## src/design/assert_macros.svh

```systemverilog
`ifndef ASSERT_MACROS_SVH
`define ASSERT_MACROS_SVH

// Same-cycle implication, sampled on aclk, held off during reset
`define ASSERT_SAME(label, ante, cons, msg) \
    label: assert property (@(posedge aclk) disable iff (!aresetn) (ante) |-> (cons)) \
        else $error(msg);

// Next-cycle implication, sampled on aclk, held off during reset
`define ASSERT_NEXT(label, ante, cons, msg) \
    label: assert property (@(posedge aclk) disable iff (!aresetn) (ante) |=> (cons)) \
        else $error(msg);

`endif

```

## src/design/fdft_pkg.sv

```systemverilog
`timescale 1ns / 1ps

package fdft_pkg;

    // Table geometry and timing
    localparam int NUM_CHANNELS = 32;
    localparam int TICK_MS      = 100;
    localparam int IDX_W        = (NUM_CHANNELS > 1) ? $clog2(NUM_CHANNELS) : 1;
    localparam int CHAN_W       = 8;
    localparam int MS_W         = 16;
    localparam int TICK_W       = 10;
    localparam logic [TICK_W-1:0] TICK_MAX = '1;

    // ms / TICK_MS as a multiply by a rounded-up reciprocal; exact for 16-bit ms
    // while TICK_MS stays below 1024
    localparam int DIV_SHIFT = 26;
    localparam int RECIP_W   = DIV_SHIFT + 1;
    localparam int PROD_W    = MS_W + RECIP_W;
    localparam int QUOT_W    = PROD_W - DIV_SHIFT;
    localparam logic [RECIP_W-1:0] DIV_RECIP =
        RECIP_W'(((2 ** DIV_SHIFT) + TICK_MS - 1) / TICK_MS);

    // Operation codes
    typedef enum logic [2:0] {
        OP_CONFIGURE    = 3'd0,
        OP_CHANGE_TIMES = 3'd1,
        OP_START        = 3'd2,
        OP_STOP         = 3'd3,
        OP_SET_FILTERED = 3'd4,
        OP_SET_SAMPLE   = 3'd5,
        OP_TICK         = 3'd6,
        OP_QUERY        = 3'd7
    } op_t;

    // Filter / sample state codes
    localparam logic [1:0] FLT_NORMAL = 2'd0;
    localparam logic [1:0] FLT_FAULT  = 2'd1;
    localparam logic [1:0] FLT_N2F    = 2'd2;
    localparam logic [1:0] FLT_F2N    = 2'd3;
    localparam logic [1:0] QRY_BAD_ID = 2'd2;

    // Control sequencer
    typedef enum logic [1:0] {
        FSM_IDLE,
        FSM_MODIFY,
        FSM_SWEEP
    } fsm_t;

    // One table entry; all-zero is the reset value
    typedef struct packed {
        logic              enabled;
        logic [1:0]        filt;
        logic [1:0]        samp;
        logic [2:0]        sev;
        logic [TICK_W-1:0] tick;
        logic [TICK_W-1:0] mature;
        logic [TICK_W-1:0] recover;
    } ent_t;

    localparam int ENT_W = $bits(ent_t);

    // Result item fields
    typedef struct packed {
        logic [2:0] level;
        logic [1:0] sample;
        logic [1:0] transit;
        logic [1:0] filtered;
        logic       id_valid;
    } res_t;

    // Milliseconds to ticks, saturating
    function automatic logic [TICK_W-1:0] ms_to_ticks(input logic [MS_W-1:0] ms);
        logic [PROD_W-1:0] prod;
        logic [QUOT_W-1:0] quot;
        prod = PROD_W'(ms) * PROD_W'(DIV_RECIP);
        quot = prod[PROD_W-1:DIV_SHIFT];
        if (quot > QUOT_W'(TICK_MAX)) begin
            return TICK_MAX;
        end
        return quot[TICK_W-1:0];
    endfunction

    // One debounce step of an enabled channel
    function automatic ent_t tick_entry(input ent_t e);
        ent_t              r;
        logic [TICK_W-1:0] t;
        r = e;
        t = (e.tick < TICK_MAX) ? e.tick + 1'b1 : e.tick;
        case (e.filt)
            FLT_NORMAL: begin
                if (e.samp == FLT_FAULT) begin
                    r.filt = FLT_N2F;
                    r.tick = '0;
                end
            end
            FLT_N2F: begin
                if (e.samp == FLT_FAULT) begin
                    if (t >= e.mature) begin
                        r.filt = FLT_FAULT;
                        r.tick = '0;
                    end else begin
                        r.tick = t;
                    end
                end else if (e.samp == FLT_NORMAL) begin
                    r.filt = FLT_NORMAL;
                    r.tick = '0;
                end
            end
            FLT_FAULT: begin
                if (e.samp == FLT_NORMAL) begin
                    r.filt = FLT_F2N;
                    r.tick = '0;
                end
            end
            default: begin
                if (e.samp == FLT_NORMAL) begin
                    if (t >= e.recover) begin
                        r.filt = FLT_NORMAL;
                        r.tick = '0;
                    end else begin
                        r.tick = t;
                    end
                end else if (e.samp == FLT_FAULT) begin
                    r.filt = FLT_FAULT;
                    r.tick = '0;
                end
            end
        endcase
        return r;
    endfunction

endpackage

```

## src/design/fault_debounce_filter_table.sv

```systemverilog
`timescale 1ns / 1ps
// Fault debounce filter table. All channel state (enable, sample, four-state
// filter, tick timer, maturation/recovery thresholds, level) sits in one
// NUM_CHANNELS-entry synchronous RAM with one read and one write port; a valid
// bit per entry makes never-written entries read as the all-zero reset value,
// so no clearing pass is needed. A channel operation (configure, change times,
// start, stop, set filtered, set sample, query) issues the RAM read on the input
// transfer; the entry is then modified and written back, and the result loaded,
// once the output register is free. A tick sweeps the whole table through the
// RAM port pair. One result transfer follows every input transfer; a new input
// is taken while the previous result still waits in the output register.
`include "assert_macros.svh"

module fault_debounce_filter_table (
    input  logic        aclk,
    input  logic        aresetn,
    // Operation input
    input  logic        s_tvalid,
    output logic        s_tready,
    // channel[7:0], fault_level[10:8], state_value[12:11], mature_ms[28:13],
    // recover_ms[44:29], zero fill [47:45]
    input  logic [47:0] s_tdata,
    // operation[2:0]
    input  logic [2:0]  s_tuser,
    // Result output
    output logic        m_tvalid,
    input  logic        m_tready,
    // id_valid[0], filtered_state[2:1], transit_state[4:3], sample_state[6:5],
    // level_out[9:7], zero fill [15:10]
    output logic [15:0] m_tdata
);

    localparam logic [fdft_pkg::IDX_W-1:0] LAST_IDX =
        fdft_pkg::IDX_W'(fdft_pkg::NUM_CHANNELS - 1);

    // Sequencer
    fdft_pkg::fsm_t state_reg, state_next;
    logic [fdft_pkg::IDX_W-1:0] idx_reg, idx_next;

    // Captured operation
    fdft_pkg::op_t              op_reg;
    logic [fdft_pkg::CHAN_W-1:0] chan_reg;
    logic [2:0]                 lvl_reg;
    logic [1:0]                 sv_reg;
    logic [fdft_pkg::MS_W-1:0]  mature_reg;
    logic [fdft_pkg::MS_W-1:0]  recover_reg;
    logic                       id_ok_reg;

    // Channel RAM
    logic [fdft_pkg::ENT_W-1:0] mem [fdft_pkg::NUM_CHANNELS];
    logic [fdft_pkg::NUM_CHANNELS-1:0] ent_valid_reg;
    logic [fdft_pkg::ENT_W-1:0] rd_raw_reg;
    logic                       rd_hit_reg;
    logic                       rd_en;
    logic [fdft_pkg::IDX_W-1:0] rd_addr;
    logic                       wr_en;
    logic [fdft_pkg::IDX_W-1:0] wr_addr;
    fdft_pkg::ent_t             wr_data;
    fdft_pkg::ent_t             rd_ent;

    // Result register
    logic                       m_tvalid_reg;
    logic [15:0]                m_tdata_reg;
    logic                       load_out;
    fdft_pkg::res_t             res;
    logic                       out_free;

    logic                       s_accept;
    logic                       s_id_ok;
    fdft_pkg::ent_t             mod_ent;

    assign s_accept = s_tvalid && s_tready;
    assign out_free = !m_tvalid_reg || m_tready;
    assign s_id_ok  = {1'b0, s_tdata[7:0]} < 9'(fdft_pkg::NUM_CHANNELS);
    assign rd_ent   = rd_hit_reg ? fdft_pkg::ent_t'(rd_raw_reg) : '0;

    // Capture the operation on transfer
    always_ff @(posedge aclk) begin
        if (s_accept) begin
            op_reg      <= fdft_pkg::op_t'(s_tuser);
            chan_reg    <= s_tdata[7:0];
            lvl_reg     <= s_tdata[10:8];
            sv_reg      <= s_tdata[12:11];
            mature_reg  <= s_tdata[28:13];
            recover_reg <= s_tdata[44:29];
            id_ok_reg   <= s_id_ok;
        end
    end

    // RAM read port, registered output
    always_ff @(posedge aclk) begin
        if (rd_en) begin
            rd_raw_reg <= mem[rd_addr];
            rd_hit_reg <= ent_valid_reg[rd_addr];
        end
    end

    // RAM write port
    always_ff @(posedge aclk) begin
        if (wr_en) begin
            mem[wr_addr] <= wr_data;
        end
    end

    // Entry valid bits
    always_ff @(posedge aclk) begin
        if (!aresetn) begin
            ent_valid_reg <= '0;
        end else if (wr_en) begin
            ent_valid_reg[wr_addr] <= 1'b1;
        end
    end

    // Single-channel modify
    always_comb begin
        mod_ent = rd_ent;
        case (op_reg)
            fdft_pkg::OP_CONFIGURE: begin
                mod_ent.sev     = lvl_reg;
                mod_ent.filt    = sv_reg;
                mod_ent.samp    = sv_reg;
                mod_ent.mature  = fdft_pkg::ms_to_ticks(mature_reg);
                mod_ent.recover = fdft_pkg::ms_to_ticks(recover_reg);
                mod_ent.tick    = '0;
            end
            fdft_pkg::OP_CHANGE_TIMES: begin
                mod_ent.mature  = fdft_pkg::ms_to_ticks(mature_reg);
                mod_ent.recover = fdft_pkg::ms_to_ticks(recover_reg);
            end
            fdft_pkg::OP_START:       mod_ent.enabled = 1'b1;
            fdft_pkg::OP_STOP:        mod_ent.enabled = 1'b0;
            fdft_pkg::OP_SET_FILTERED: mod_ent.filt   = sv_reg;
            fdft_pkg::OP_SET_SAMPLE:  mod_ent.samp    = sv_reg;
            default: ;
        endcase
    end

    // Result word
    always_comb begin
        res          = '0;
        res.id_valid = id_ok_reg;
        if (op_reg == fdft_pkg::OP_TICK) begin
            res.id_valid = 1'b1;
        end else if (op_reg == fdft_pkg::OP_QUERY) begin
            if (id_ok_reg) begin
                case (rd_ent.filt)
                    fdft_pkg::FLT_N2F: res.filtered = fdft_pkg::FLT_NORMAL;
                    fdft_pkg::FLT_F2N: res.filtered = fdft_pkg::FLT_FAULT;
                    default:           res.filtered = rd_ent.filt;
                endcase
                res.transit = rd_ent.filt;
                res.sample  = rd_ent.samp;
                res.level   = rd_ent.sev;
            end else begin
                res.filtered = fdft_pkg::QRY_BAD_ID;
            end
        end
    end

    // Sequencer next state and RAM control
    always_comb begin
        state_next = state_reg;
        idx_next   = idx_reg;
        s_tready   = 1'b0;
        rd_en      = 1'b0;
        rd_addr    = '0;
        wr_en      = 1'b0;
        wr_addr    = chan_reg[fdft_pkg::IDX_W-1:0];
        wr_data    = mod_ent;
        load_out   = 1'b0;
        case (state_reg)
            fdft_pkg::FSM_IDLE: begin
                s_tready = 1'b1;
                if (s_tvalid) begin
                    rd_en = 1'b1;
                    if (fdft_pkg::op_t'(s_tuser) == fdft_pkg::OP_TICK) begin
                        rd_addr    = '0;
                        idx_next   = '0;
                        state_next = fdft_pkg::FSM_SWEEP;
                    end else begin
                        rd_addr    = s_tdata[fdft_pkg::IDX_W-1:0];
                        state_next = fdft_pkg::FSM_MODIFY;
                    end
                end
            end
            fdft_pkg::FSM_MODIFY: begin
                if (out_free) begin
                    wr_en      = id_ok_reg && (op_reg != fdft_pkg::OP_QUERY);
                    load_out   = 1'b1;
                    state_next = fdft_pkg::FSM_IDLE;
                end
            end
            fdft_pkg::FSM_SWEEP: begin
                // write back entry idx while reading idx + 1
                wr_addr = idx_reg;
                wr_data = rd_ent.enabled ? fdft_pkg::tick_entry(rd_ent) : rd_ent;
                if (idx_reg != LAST_IDX) begin
                    wr_en    = 1'b1;
                    rd_en    = 1'b1;
                    rd_addr  = idx_reg + 1'b1;
                    idx_next = idx_reg + 1'b1;
                end else if (out_free) begin
                    wr_en      = 1'b1;
                    load_out   = 1'b1;
                    state_next = fdft_pkg::FSM_IDLE;
                end
            end
            default: state_next = fdft_pkg::FSM_IDLE;
        endcase
    end

    // Sequencer registers
    always_ff @(posedge aclk) begin
        if (!aresetn) begin
            state_reg <= fdft_pkg::FSM_IDLE;
            idx_reg   <= '0;
        end else begin
            state_reg <= state_next;
            idx_reg   <= idx_next;
        end
    end

    // Output register
    always_ff @(posedge aclk) begin
        if (!aresetn) begin
            m_tvalid_reg <= 1'b0;
        end else if (load_out) begin
            m_tvalid_reg <= 1'b1;
        end else if (m_tready) begin
            m_tvalid_reg <= 1'b0;
        end
    end

    always_ff @(posedge aclk) begin
        if (load_out) begin
            m_tdata_reg <= {6'd0, res};
        end
    end

    assign m_tvalid = m_tvalid_reg;
    assign m_tdata  = m_tdata_reg;

    // Checks
    `ASSERT_SAME(a_no_rw_collide, rd_en && wr_en, rd_addr != wr_addr,
                 "RAM read and write hit the same entry")
    `ASSERT_NEXT(a_accept_busy, s_tvalid && s_tready, state_reg != fdft_pkg::FSM_IDLE,
                 "transfer accepted but sequencer stayed idle")
    `ASSERT_SAME(a_load_slot, load_out, !m_tvalid_reg || m_tready,
                 "result loaded over an untaken result")
    `ASSERT_NEXT(a_sweep_runs, state_reg == fdft_pkg::FSM_SWEEP && idx_reg != LAST_IDX,
                 state_reg == fdft_pkg::FSM_SWEEP, "tick sweep ended early")

endmodule
```

## config.mk

```make
export PLATFORM = sky130hd
export DESIGN_NAME = fault_debounce_filter_table
export DESIGN_NICKNAME = d
export VERILOG_FILES = /design/src/design/fdft_pkg.sv /design/src/design/fault_debounce_filter_table.sv
export VERILOG_INCLUDE_DIRS = /design/src /design/src/design
export SDC_FILE = /design/constraint.sdc
export NUM_CORES = 2
export LEC_CHECK = 0
export BUFFER_PORTS_ARGS = -buffer_cell sky130_fd_sc_hd__buf_2
export CAP_MARGIN = 25
export CELL_PAD_IN_SITES_DETAIL_PLACEMENT = 1
export CELL_PAD_IN_SITES_GLOBAL_PLACEMENT = 1
export CORE_MARGIN = 4
export CORE_UTILIZATION = 40
export DETAILED_ROUTE_END_ITERATION = 8
export PLACE_DENSITY_LB_ADDON = 0.1
export SYNTH_ARGS = -nofsm -noshare
export SYNTH_HDL_FRONTEND = slang
export SYNTH_SLANG_ARGS = --single-unit
```

## constraint.sdc

```tcl
create_clock -name aclk -period 8.4 [get_ports aclk]
set_input_delay 1.68 -clock aclk [delete_from_list [all_inputs] [get_ports aclk]]
set_output_delay 1.68 -clock aclk [all_outputs]
set_load 0.03 [all_outputs]
```

==> results.sh <==
export IMPL_status="complete, no violations"
export IMPL_io_buffers=63
export IMPL_synthCells=4738
export IMPL_antenna_left=0
export IMPL_core_sq_um=157000
export IMPL_worst_setup_path_end_kind="flop"
export IMPL_holdPathStages=1
export IMPL_syn_to_final_growth_pct=12.8
export IMPL_largest_reg_flops=1216
export IMPL_gp_congestion=0.838
export IMPL_place_inst=6730
export IMPL_fp_dieW_um=406
export IMPL_setup_tns_ns=0
export IMPL_p_leak_nw=26.4
export IMPL_nets=5390
export IMPL_post_cts_repair_setup_buffers=0
export IMPL_grt_pass1_vias=40864
export IMPL_drv_slew=0
export IMPL_vias=39387
export IMPL_slew_limit_headroom_pct=25.1
export IMPL_finalHoldViolCount=0
export IMPL_setup_viol=0
export IMPL_routed_via_density=5.62
export IMPL_rows=145
export IMPL_ys_flop_type="edfxtp_1"
export IMPL_cp_arrival_ns=7.64
export IMPL_synth_top_cell_by_area="edfxtp_1"
export IMPL_drcViolationCount=0
export IMPL_period_needed_ns=7.16
export IMPL_rsz0062_at_grt="false"
export IMPL_p_seq_share_pct=38.5
export IMPL_ios=73
export IMPL_numClockSinks=1350
export IMPL_cp_start_kind="flop"
export IMPL_yosysMostFrequentCell="edfxtp_1"
export IMPL_synth_async_reset_ratio_pct=0
export IMPL_cts_made_buffers=154
export IMPL_ys_seq_elements=1350
export IMPL_power_per_cell_area_nw_per_um2=297
export IMPL_ys_seq_area_share_pct=63.2
export IMPL_antenna_found_initial=4
export IMPL_switching_share_pct=32.6
export IMPL_final_cells=7005
export IMPL_start_util_pct=40.4
export IMPL_ys_warn_count=0
export IMPL_track_usage_pct=23.1
export IMPL_yosys_top_cells_count="edfxtp_1, nand2_1, inv_1, nand3_1, ha_1"
export IMPL_avgRoutedWirePerCell_um=27.2
export IMPL_synthTopCellsByArea="edfxtp_1, fa_1, ha_1"
export IMPL_dieArea_sq_um=165000
export IMPL_worstPathRequired_ns=8.89
export IMPL_grt_max_degree=133
export IMPL_syn_area_sq_um=63500
export IMPL_p_int_mw=14.3
export IMPL_dr_pass1_iters=6
export IMPL_reg2reg_depth=21
export IMPL_cts_hold_buf=0
export IMPL_syn_area_per_cell_sq_um=13.4
export IMPL_clk_pin_slew_ns=0.06
export IMPL_max_freq_ghz=0.140
export IMPL_finalCritPeriodShare_pct=85.2
export IMPL_peakVddDrop_mv=0.193
export IMPL_routed_wl_um=190000
export IMPL_cts_buffer_depth=3
export IMPL_htree_levels=4
export IMPL_clockPowerShare_pct=30.5
export IMPL_overflow=0
export IMPL_drtIter0Drc=3441
export IMPL_grt_pass1_wl_um=277000
export IMPL_drive_above_1_share_pct=9.57
export IMPL_tightest_slew_ns=1.12
export IMPL_synth_edff_count=1310
export IMPL_cts_resized=0
export IMPL_synth_top_area_share_pct=62.0
export IMPL_p_sw_mw=6.93
export IMPL_power_frac_comb_pct=31.0
export IMPL_fin_util_pct=45.6
export IMPL_root_buffer="clkbuf_16"
export IMPL_dp_hpwl_um=108000
export IMPL_worstHoldPathType="flop to flop"
export IMPL_crit_type="flop to flop"
export IMPL_dieHeight_um=406
export IMPL_cp_max_fo=32
export IMPL_finClkSkew_ns=0.0446
export IMPL_clk_latency_ns=0.80
export IMPL_synth_cell_types=76
export IMPL_timing_max_cap_violations=0
export IMPL_cts_tree="done"
-- power by group through the flow --
stage / clock (mW) / combinational, mW / sequential [mW]
after floorplan: 0 / 4.56 / 8.32
after global placement: 0 / 6.52 / 8.32
after detailed placement: 0 / 6.63 / 8.32
after CTS: 6.62 / 6.71 / 8.18
after global routing: 6.91 / 7.56 / 8.18
final: 6.49 / 6.58 / 8.18
-- per-stage QoR --
step	cell area (sq um)	total power [mW]	hold slack, ns	worst slack, ns
floorplan	63500	12.9	0.440	1.08
global placement	66500	14.8	0.446	1.20
detailed placement	66700	15.0	0.453	1.20
CTS	71500	21.5	0.466	1.16
global route	71600	22.7	0.481	0.842
finish	71600	21.2	0.465	1.24
-- layer usage --
layer,vias to the layer above,wire [um],track usage (%)
met4,2,4510,6.14
met5,-,13,0
met2,1035,91100,37.9
li1,17537,-,-
met1,20546,85400,32.3
met3,267,9450,3.20
-- worst max-delay path, stage by stage, from the launching register on --
cell       delay, ns
edfxtp_1        0.61
fa_1            0.63
inv_1           0.08
fa_1            0.49
inv_1           0.06
fa_1            0.49
fa_1            0.51
fa_1            0.49
inv_1           0.06
fa_1            0.48
inv_1           0.04
ha_1            0.30
a21oi_1         0.20
nor2_1          0.06
a2111oi_0       0.41
o22ai_1         0.27
o211ai_1        0.36
nand3b_1        0.17
a21oi_1         0.20
xor2_1          0.60
o21ai_2         0.09
buf_4           0.24
-- layout by cell type, fill, tap and decap left out, types with 7 or more instances in the layout --
master / synthesis / routed
and3_1: 47 / 47
a21oi_1: 48 / 46
a31oi_1: 126 / 126
a311oi_1: 43 / 43
nand2b_1: 16 / 16
buf_4: 21 / 93
nor3_1: 14 / 13
ha_1: 306 / 306
edfxtp_1: 1310 / 1310
dfxtp_1: 40 / 40
o21a_1: 39 / 39
clkinv_2: 0 / 15
inv_1: 357 / 356
buf_2: 104 / 63
clkbuf_16: 0 / 156
a211oi_1: 7 / 7
buf_12: 2 / 13
nor2b_1: 7 / 7
nand3_1: 357 / 357
a21o_1: 18 / 17
nand2_1: 870 / 869
mux2i_1: 237 / 236
or3_1: 8 / 7
xor2_1: 12 / 12
fa_1: 196 / 196
bufinv_16: 0 / 9
o21ai_2: 0 / 13
o21ai_1: 10 / 13
clkbuf_1: 92 / 40
nor2_4: 0 / 32
a221oi_1: 10 / 10
o21ai_0: 50 / 34
clkinv_1: 0 / 28
xnor2_1: 9 / 9
nor2_1: 87 / 55
nand4_1: 88 / 88
a222oi_1: 78 / 78
-- cell families (layout without fill, tap and decap cells) --
logic type                 count (synthesis)  in the layout  share of synthesized area (%)
AOI/OAI and AO/OA                        493            493                           5.71
buffers and inverters                    603            803                           4.11
muxes                                    239            239                           3.77
DFF                                     1350           1350                           63.2
xor gates and xnor gates                  21             21                          0.290
adders and majority gates                502            502                           12.2
other                                      1             10                        0.00591
and+or+nand+nor                         1529           1529                           10.7
-- area by class of cell --
| type | count | area [sq um] |
|---|---|---|
| Sequential cell | 1350 | 40100 |
| Clock buffer | 197 | 4070 |
| Antenna cell | 4 | 10.0 |
| Clock inverter | 69 | 748 |
| Timing Repair Buffer | 180 | 1510 |
| Multi-Input combinational cell | 2790 | 21200 |
| Fill cell | 15694 | 85300 |
| Tap cell | 2058 | 2570 |
| Inverter | 357 | 1340 |
-- worst paths after layout --
check                                  startpoint                end  slack [ns]
worst max-delay path               recover_reg[5]         mem[27][7]        1.24
worst min-delay path            ent_valid_reg[16]  ent_valid_reg[16]        0.46
worst max register to register     recover_reg[5]         mem[27][7]        1.24
worst min register to register  ent_valid_reg[16]  ent_valid_reg[16]        0.46
Power figures use the tool's default switching activity.
